$ cat src/rtl/swl_pkg.sv
// Shared types and constants for the swing-low detector.
`timescale 1ns / 1ps
`default_nettype none

package swl_pkg;

  localparam int PRICE_W          = 32;
  localparam int HALF_W           = 5;
  localparam int MAX_HALF_DEF     = 16;
  localparam int APB_ADDR_W       = 3;
  localparam int APB_DATA_W       = 32;

  localparam logic [HALF_W-1:0] HALF_RESET = HALF_W'(5);

  // Register index taken from the word address bit of paddr.
  localparam logic REG_WINDOW_HALF = 1'b0;

  typedef enum logic {
    ST_IDLE,
    ST_CHECK
  } state_e;

  typedef struct packed {
    logic shift;   // take the accepted bar into the window
    logic commit;  // evaluate the centre bar and load the result register
  } cmd_t;

endpackage

`default_nettype wire

$ cat src/rtl/swing_low_detector.sv
// Top level of the swing-low detector: configuration register, controller and datapath.
//
// Usage:
//   Input channel (in_valid_i / in_stall_o) carries one bar per transfer: bar_low_i and
//   restart_i. A transfer happens on a rising edge with valid high and stall low.
//   Output channel (out_valid_o / out_stall_i) returns exactly one result per bar:
//   has_value_o, swing_low_o, new_swing_o.
//   The bar is shifted in on the transfer; the check state then loads the result register.
//   A new bar is stalled while in the check state; the window shift and the centre comparison
//   across all window taps are separate steps, done in the idle and check states.
//   A new bar is accepted while the previous result still waits in the output register;
//   if that result is stalled, the comparison holds until the register frees.
//   restart_i clears the bar count and the latched low before the bar is taken.
//   window_half is written over APB at byte address 0 and is read back there.
//   Reset: no result pending, bar count and latch cleared, window_half returns to 5.
//   The window itself has no reset and needs no clearing pass.
`timescale 1ns / 1ps
`default_nettype none

module swing_low_detector #(
  parameter int MAX_HALF_WINDOW = swl_pkg::MAX_HALF_DEF
) (
  input  wire logic                              clk_i,
  input  wire logic                              rst_ni,
  input  wire logic                              in_valid_i,
  output logic                                   in_stall_o,
  input  wire logic [swl_pkg::PRICE_W-1:0]       bar_low_i,
  input  wire logic                              restart_i,
  output logic                                   out_valid_o,
  input  wire logic                              out_stall_i,
  output logic                                   has_value_o,
  output logic [swl_pkg::PRICE_W-1:0]            swing_low_o,
  output logic                                   new_swing_o,
  input  wire logic                              psel,
  input  wire logic                              penable,
  input  wire logic                              pwrite,
  input  wire logic [swl_pkg::APB_ADDR_W-1:0]    paddr,
  input  wire logic [swl_pkg::APB_DATA_W-1:0]    pwdata,
  output logic [swl_pkg::APB_DATA_W-1:0]         prdata,
  output logic                                   pready
);

  logic [swl_pkg::HALF_W-1:0] window_half_q;
  logic                       reg_sel;
  swl_pkg::cmd_t              cmd;

  assign pready  = 1'b1;
  assign reg_sel = (paddr[2] == swl_pkg::REG_WINDOW_HALF);

  always_ff @(posedge clk_i or negedge rst_ni) begin
    if (!rst_ni) begin
      window_half_q <= swl_pkg::HALF_RESET;
    end else if (psel && penable && pwrite && pready && reg_sel) begin
      window_half_q <= pwdata[swl_pkg::HALF_W-1:0];
    end
  end

  always_comb begin
    if (reg_sel) begin
      prdata = swl_pkg::APB_DATA_W'(window_half_q);
    end else begin
      prdata = '0;
    end
  end

  swl_ctrl u_ctrl (
    .clk_i       (clk_i),
    .rst_ni      (rst_ni),
    .in_valid_i  (in_valid_i),
    .in_stall_o  (in_stall_o),
    .out_valid_o (out_valid_o),
    .out_stall_i (out_stall_i),
    .cmd_o       (cmd)
  );

  swl_dp #(
    .MAX_HALF_WINDOW (MAX_HALF_WINDOW)
  ) u_dp (
    .clk_i         (clk_i),
    .rst_ni        (rst_ni),
    .cmd_i         (cmd),
    .window_half_i (window_half_q),
    .bar_low_i     (bar_low_i),
    .restart_i     (restart_i),
    .has_value_o   (has_value_o),
    .swing_low_o   (swing_low_o),
    .new_swing_o   (new_swing_o)
  );

endmodule

`default_nettype wire

$ cat src/rtl/swl_ctrl.sv
// Controller for the swing-low detector: input and output handshakes, sequencing.
`timescale 1ns / 1ps
`default_nettype none

module swl_ctrl (
  input  wire logic         clk_i,
  input  wire logic         rst_ni,
  input  wire logic         in_valid_i,
  output logic              in_stall_o,
  output logic              out_valid_o,
  input  wire logic         out_stall_i,
  output swl_pkg::cmd_t     cmd_o
);

  swl_pkg::state_e state_q, state_d;
  logic            out_valid_q, out_valid_d;
  logic            accept;
  logic            out_free;

  assign out_free   = !out_valid_q || !out_stall_i;
  assign in_stall_o = (state_q != swl_pkg::ST_IDLE);
  assign accept     = in_valid_i && !in_stall_o;

  always_comb begin
    state_d = state_q;
    case (state_q)
      swl_pkg::ST_IDLE: begin
        if (accept) begin
          state_d = swl_pkg::ST_CHECK;
        end
      end
      swl_pkg::ST_CHECK: begin
        if (out_free) begin
          state_d = swl_pkg::ST_IDLE;
        end
      end
      default: state_d = swl_pkg::ST_IDLE;
    endcase
  end

  always_comb begin
    cmd_o.shift  = 1'b0;
    cmd_o.commit = 1'b0;
    case (state_q)
      swl_pkg::ST_IDLE:  cmd_o.shift  = accept;
      swl_pkg::ST_CHECK: cmd_o.commit = out_free;
      default: begin
        cmd_o.shift  = 1'b0;
        cmd_o.commit = 1'b0;
      end
    endcase
  end

  assign out_valid_d = cmd_o.commit || (out_valid_q && out_stall_i);
  assign out_valid_o = out_valid_q;

  always_ff @(posedge clk_i or negedge rst_ni) begin
    if (!rst_ni) begin
      state_q     <= swl_pkg::ST_IDLE;
      out_valid_q <= 1'b0;
    end else begin
      state_q     <= state_d;
      out_valid_q <= out_valid_d;
    end
  end

`ifndef SYNTHESIS
  a_accept_to_check: assert property (@(posedge clk_i) disable iff (!rst_ni)
    (in_valid_i && !in_stall_o) |=> (state_q == swl_pkg::ST_CHECK))
    else $error("accepted transfer did not start a check");

  a_check_completes: assert property (@(posedge clk_i) disable iff (!rst_ni)
    (state_q == swl_pkg::ST_CHECK && !out_valid_q)
      |=> (state_q == swl_pkg::ST_IDLE && out_valid_q))
    else $error("check with free result register did not complete");

  a_result_from_check: assert property (@(posedge clk_i) disable iff (!rst_ni)
    $rose(out_valid_q) |-> ($past(state_q) == swl_pkg::ST_CHECK))
    else $error("result appeared without a check");
`endif

endmodule

`default_nettype wire

$ cat src/rtl/swl_dp.sv
// Datapath for the swing-low detector: bar window, centre comparison, latch, result register.
`timescale 1ns / 1ps
`default_nettype none

module swl_dp #(
  parameter int MAX_HALF_WINDOW = swl_pkg::MAX_HALF_DEF
) (
  input  wire logic                          clk_i,
  input  wire logic                          rst_ni,
  input  wire swl_pkg::cmd_t                 cmd_i,
  input  wire logic [swl_pkg::HALF_W-1:0]    window_half_i,
  input  wire logic [swl_pkg::PRICE_W-1:0]   bar_low_i,
  input  wire logic                          restart_i,
  output logic                               has_value_o,
  output logic [swl_pkg::PRICE_W-1:0]        swing_low_o,
  output logic                               new_swing_o
);

  localparam int Depth = 2 * MAX_HALF_WINDOW + 1;
  localparam int HW    = $clog2(MAX_HALF_WINDOW + 1);
  localparam int IW    = $clog2(Depth);
  localparam int CW    = $clog2(Depth + 1);

  logic [swl_pkg::PRICE_W-1:0] taps_q [Depth];
  logic [CW-1:0]               bars_q, bars_d;
  logic [swl_pkg::PRICE_W-1:0] latch_low_q;
  logic                        latch_valid_q;
  logic                        has_q;
  logic [swl_pkg::PRICE_W-1:0] low_q;
  logic                        new_q;

  logic [HW-1:0]               h;
  logic [IW-1:0]               span;
  logic [swl_pkg::PRICE_W-1:0] centre;
  logic [Depth-1:0]            ok;
  logic                        warm;
  logic                        found;

  // Half window clamped to 1..MAX_HALF_WINDOW.
  always_comb begin
    if (window_half_i == '0) begin
      h = HW'(1);
    end else if (int'(window_half_i) > MAX_HALF_WINDOW) begin
      h = HW'(MAX_HALF_WINDOW);
    end else begin
      h = HW'(window_half_i);
    end
  end

  assign span   = IW'({h, 1'b0});
  assign centre = taps_q[IW'(h)];
  assign warm   = (bars_q >= CW'({h, 1'b1}));

  always_comb begin
    for (int k = 0; k < Depth; k++) begin
      ok[k] = !((IW'(k) <= span) && (IW'(k) != IW'(h))) || (taps_q[k] >= centre);
    end
  end

  assign found = warm && (&ok);

  always_comb begin
    if (restart_i) begin
      bars_d = CW'(1);
    end else if (int'(bars_q) < Depth) begin
      bars_d = bars_q + CW'(1);
    end else begin
      bars_d = bars_q;
    end
  end

  // Window taps hold no reset; only ever read once written.
  always_ff @(posedge clk_i) begin
    if (cmd_i.shift) begin
      taps_q[0] <= bar_low_i;
      for (int k = 1; k < Depth; k++) begin
        taps_q[k] <= taps_q[k-1];
      end
    end
  end

  always_ff @(posedge clk_i or negedge rst_ni) begin
    if (!rst_ni) begin
      bars_q        <= '0;
      latch_low_q   <= '0;
      latch_valid_q <= 1'b0;
      has_q         <= 1'b0;
      low_q         <= '0;
      new_q         <= 1'b0;
    end else begin
      if (cmd_i.shift) begin
        bars_q <= bars_d;
        if (restart_i) begin
          latch_low_q   <= '0;
          latch_valid_q <= 1'b0;
        end
      end
      if (cmd_i.commit) begin
        new_q <= found;
        if (found) begin
          latch_low_q   <= centre;
          latch_valid_q <= 1'b1;
          has_q         <= 1'b1;
          low_q         <= centre;
        end else begin
          has_q <= latch_valid_q;
          low_q <= latch_low_q;
        end
      end
    end
  end

  assign has_value_o = has_q;
  assign swing_low_o = low_q;
  assign new_swing_o = new_q;

`ifndef SYNTHESIS
  a_new_implies_value: assert property (@(posedge clk_i) disable iff (!rst_ni)
    new_q |-> has_q)
    else $error("new swing flagged without a latched value");

  a_empty_reads_zero: assert property (@(posedge clk_i) disable iff (!rst_ni)
    !latch_valid_q |-> (latch_low_q == '0))
    else $error("latched low nonzero while latch empty");

  a_count_bounded: assert property (@(posedge clk_i) disable iff (!rst_ni)
    cmd_i.shift |=> (int'(bars_q) <= Depth) && (bars_q != '0))
    else $error("bar count out of range after shift");
`endif

endmodule

`default_nettype wire
$ cat config.mk
export PLATFORM = sky130hd
export DESIGN_NAME = swing_low_detector
export DESIGN_NICKNAME = d
export VERILOG_FILES = /design/src/rtl/swl_pkg.sv /design/src/rtl/swing_low_detector.sv /design/src/rtl/swl_ctrl.sv /design/src/rtl/swl_dp.sv
export SDC_FILE = /design/constraint.sdc
export NUM_CORES = 2
export LEC_CHECK = 0
export ABC_CLOCK_PERIOD_IN_PS = 106300
export BUFFER_PORTS_ARGS = -buffer_cell sky130_fd_sc_hd__buf_2
export CORE_MARGIN = 1
export CORE_UTILIZATION = 50
export DETAILED_ROUTE_END_ITERATION = 12
export PLACE_DENSITY = 0.66
export SETUP_SLACK_MARGIN = 0.3
export SLEW_MARGIN = 20
export SYNTH_ARGS = -nofsm -noshare
export SYNTH_HDL_FRONTEND = slang
export SYNTH_SLANG_ARGS = --single-unit
$ cat constraint.sdc
create_clock -name clk_i -period 106.3 [get_ports clk_i]
set_clock_uncertainty 0.05 [all_clocks]
set_input_delay 5.315 -clock clk_i [delete_from_list [all_inputs] [get_ports clk_i]]
set_output_delay 5.315 -clock clk_i [all_outputs]
set_load 0.02 [all_outputs]
==> flow_results.org <==
** Global routing
- The initial antenna violation count came to 2.
- Entering global routing, the biggest net connects ~190 pins.
- In the global route stage, overall resource usage came out at 0.240.
- Global routing's busiest layer :: met2
- For met1 alone, demand over resource in global routing was 0.305.
- The first global-routing pass estimated between 200,000 and 250,000 um of wire.
- In the global route stage, met3 resource usage came out at 0.0387.
- After global routing the overflow that remains totals 0.
- GR Layer Usage met2 :: 0.402
- The number of global-route vias before repair is approximately 42,000.

** STA
- RSZ-0062 raised after global routing :: no
- Minimum period implied by the final worst setup slack :: between 10,000 and 15,000 ps
- Setup violations remaining at the end of the flow were counted as 0.
- For this run, the top clock speed supported by timing is approximately 90 MHz.
- Actual slew at the worst max-slew pin :: 1280 ps
- The worst pin sits at a relative slew slack of 0.143.
- The count of final max-slew check failures is 0.
- Total negative slack for setup checks :: 0 ps
- Post-route fraction of the period consumed by the critical path :: 0.104
- The number of endpoints with negative hold slack in the final report came to 0.

** Critical path
- The worst register-to-register path has a depth of 20.
- STA classifies the critical path startpoint as an input port.
- Internal reg-to-reg setup slack :: 96,900 ps
- Worst setup endpoint :: prdata[1]
- STA puts the critical path data required time at between 100,000 and 150,000 ps.
- RR Endpoint :: u_dp.swing_low_o[2]$_DFFE_PN0P_
- The worst register-to-register path begins at window_half_q[0]$_DFFE_PN1P_.
- For the worst setup path, the data arrival time is around 5700 ps.
- Tracing the worst setup path back leads to its startpoint at paddr[2].
- By startpoint and endpoint, the worst setup path is classified as input port to output port.
- Crit path max fanout :: 6
- The worst setup path is captured at an output port.

** Route
- The first TritonRoute pass finished after 6 iterations.
- Total via count after detailed routing :: ~41,000
- For this run, design rule violations remaining after detail routing come to 0.
- Average routed wire per standard cell :: ~23 um
- Number of routed nets with antenna violations :: 0
- Number of vias per cell :: 6.16
- The final layout contains routed wiring with a total length of around 150,000 um.
- The detailed router finished its first iteration with 3,564 violations.

** Floorplanning
- Die height :: between 300 and 400 um
- Std-Cell Core Area :: 123,000 um2
- Measured along the x axis, the die boundary spans between 300 and 400 um.
- Die Area :: 126,000 um2
- During I/O placement, the number of pins put on the boundary was between 100 and 150.
- The initialized floorplan defines 128 standard-cell rows.
- The initial utilization of the core area, before any placement, comes to 0.507.

** Placement
- Placer congestion estimate :: 0.854
- Buffers placed on the I/O ports in this run total 86.
- The wire-length estimate of the detail-placed layout is around 110,000 um.
- Instance count after placement with tap cells included :: 6,415

** Clock network
- CTS built an H-tree with a depth of 4.
- The longest clock path from root to sink contains 3 buffers.
- TritonCTS built the clock tree.
- The number of hold buffers added after CTS was 0.
- Number of CTS-inserted buffers :: between 100 and 150
- Number of sinks handled by clock tree synthesis :: 1,136
- Clock-pin slew was measured on the worst setup and hold paths at 60 ps.
- Post-CTS Setup Bufs :: 0
- CTS-repair resized insts :: 0
- Clock latency on the worst-skew pair :: 770 ps
- Root buf cell :: sky130_fd_sc_hd__clkbuf_16

** Synthesis
- Count of flip-flops with a built-in enable after synthesis :: 1,056
- Asr flop ratio synth :: 0.0704
- Synth Warn # :: 0
- The share of the Yosys chip area taken by registers is 0.543.
- Post-Synthesis Cell Area :: 62,100 um2
- In this run, synthesis produced a sequential element count of 1,136.
- The synthesized netlist contains 76 unique library cells.
- In this run the mean area of a mapped cell was around 13 um2.
- In the synthesized netlist the dominant register cell turns out to be sky130_fd_sc_hd__edfxtp_1.
- The cell count after synthesis came out at 4,731.

** Run
- Max-cap violations in this run came to 0.

** Finish
- Share of cells above drive strength 1 :: 0.0846
- The top cell types in the final layout, fill and taps aside, are sky130_fd_sc_hd__ha_1, sky130_fd_sc_hd__edfxtp_1, sky130_fd_sc_hd__a21oi_1.
- Post-synthesis to final-layout area growth :: 11.4%
- Number of nets at the end of the flow :: between 6,000 and 7,000
- Most common cell after layout, fill and taps aside :: sky130_fd_sc_hd__ha_1
- Filler-free cell count of the finished design :: 6,648

** Run status
- The flow ran to the end, and the final reports show no timing, DRC or antenna violations.

** Power
- Total power for the finished layout comes to 0.00187 W.
- LEAKAGE :: ~28 nW
- VDD sags by at most between 15 and 20 uV.
- Power density over cell area :: approximately 27 nW/um2

** Min path
- Class of the most critical hold timing path :: flop to flop
## synthesized netlist by cell type (35+ instances only)
library cell / number / area share
sky130_fd_sc_hd__a2111oi_0: 36 / 0.0051
sky130_fd_sc_hd__o22ai_1: 41 / 0.0041
sky130_fd_sc_hd__dfrtp_1: 78 / 0.031
sky130_fd_sc_hd__nor3_1: 36 / 0.0029
sky130_fd_sc_hd__clkbuf_1: 65 / 0.0039
sky130_fd_sc_hd__nand3_1: 80 / 0.0064
sky130_fd_sc_hd__a31oi_1: 47 / 0.0047
sky130_fd_sc_hd__ha_1: 1063 / 0.21
sky130_fd_sc_hd__nand4_1: 133 / 0.013
sky130_fd_sc_hd__a21oi_1: 415 / 0.033
sky130_fd_sc_hd__edfxtp_1: 1056 / 0.51
sky130_fd_sc_hd__nor2b_1: 60 / 0.0060
sky130_fd_sc_hd__o21ai_0: 215 / 0.017
sky130_fd_sc_hd__nor2_1: 164 / 0.0099
sky130_fd_sc_hd__nand2b_1: 36 / 0.0036
sky130_fd_sc_hd__o221ai_1: 101 / 0.014
sky130_fd_sc_hd__a211oi_1: 71 / 0.0086
sky130_fd_sc_hd__inv_1: 53 / 0.0032
sky130_fd_sc_hd__mux2i_1: 106 / 0.017
sky130_fd_sc_hd__and4_1: 51 / 0.0072
sky130_fd_sc_hd__a22o_1: 35 / 0.0049
sky130_fd_sc_hd__nand2_1: 318 / 0.019
sky130_fd_sc_hd__a21o_1: 129 / 0.016
## worst max-delay path, stage by stage
cell and delay [ps]:
sky130_fd_sc_hd__buf_2 130, sky130_fd_sc_hd__nor2b_1 110, sky130_fd_sc_hd__buf_2 170
## metal layers
| metal | up-vias | wire, um |
|---|---|---|
| met4 | 0 | 6780 |
| met2 | 1130 | 73400 |
| li1 | 19437 | - |
| met5 | - | 0 |
| met1 | 20080 | 63800 |
| met3 | 303 | 8230 |
## cells by family after synthesis
group,synth area share
compound gates,0.130
xor+xnor,0.000423
fa+ha+maj,0.214
buf+inv,0.0149
flops,0.543
mux,0.0202
other cells,0.000121
simple gates,0.0774
## power by group
group	switching, W	internal, W	total (W)
registers	0.0000607	0.000621	0.000682
clock network	0.000184	0.000256	0.000440
logic	0.000475	0.000269	0.000744
## layout make-up
| class | instances | area [um2] |
|---|---|---|
| clock inverters | 51 | 507 |
| multi-input cells | 3426 | 28000 |
| flip-flops and latches | 1136 | 33700 |
| diodes | 1 | 2.50 |
| fillers | 9859 | 53300 |
| repair buffers | 174 | 1120 |
| well taps | 1625 | 2030 |
| clock buffers | 180 | 3590 |
| inverters | 55 | 206 |
## through the flow
step | hold slack [ps] | utilization | worst slack, ps | instance area, um2
after floorplan | 376 | - | 48210 | 62200
after global placement | 379 | 0.531 | 95220 | 65100
after detailed placement | 382 | 0.531 | 95220 | 65100
after CTS | 387 | 0.565 | 95210 | 69200
after global routing | 404 | 0.565 | 95170 | 69200
final | 395 | 0.565 | 95210 | 69200
## how the worst min path moves through the flow
stage                                       start                       endpoint  cells past startpoint
floorplan            u_dp.taps_q[10][0]$_DFFE_PP_   u_dp.taps_q[11][0]$_DFFE_PP_                      0
CTS                  u_dp.taps_q[17][0]$_DFFE_PP_   u_dp.taps_q[18][0]$_DFFE_PP_                      0
finish               u_dp.taps_q[19][0]$_DFFE_PP_   u_dp.taps_q[20][0]$_DFFE_PP_                      0
detailed placement   u_dp.taps_q[22][0]$_DFFE_PP_   u_dp.taps_q[23][0]$_DFFE_PP_                      0
global route        u_dp.taps_q[17][22]$_DFFE_PP_  u_dp.taps_q[18][22]$_DFFE_PP_                      0
global placement     u_dp.taps_q[28][0]$_DFFE_PP_   u_dp.taps_q[29][0]$_DFFE_PP_                      0
## registers in the layout (all words and copies together) (netlist names)
register,count
u_dp.swing_low_o,32
u_dp.bars_q,6
u_ctrl.out_valid_o,1
u_dp.latch_low_q,32
u_dp.new_swing_o,1
u_ctrl.in_stall_o,1
u_dp.has_value_o,1
window_half_q,5
u_dp.taps_q,1056
u_dp.latch_valid_q,1
No activity file was read; power rests on OpenSTA's default activity.
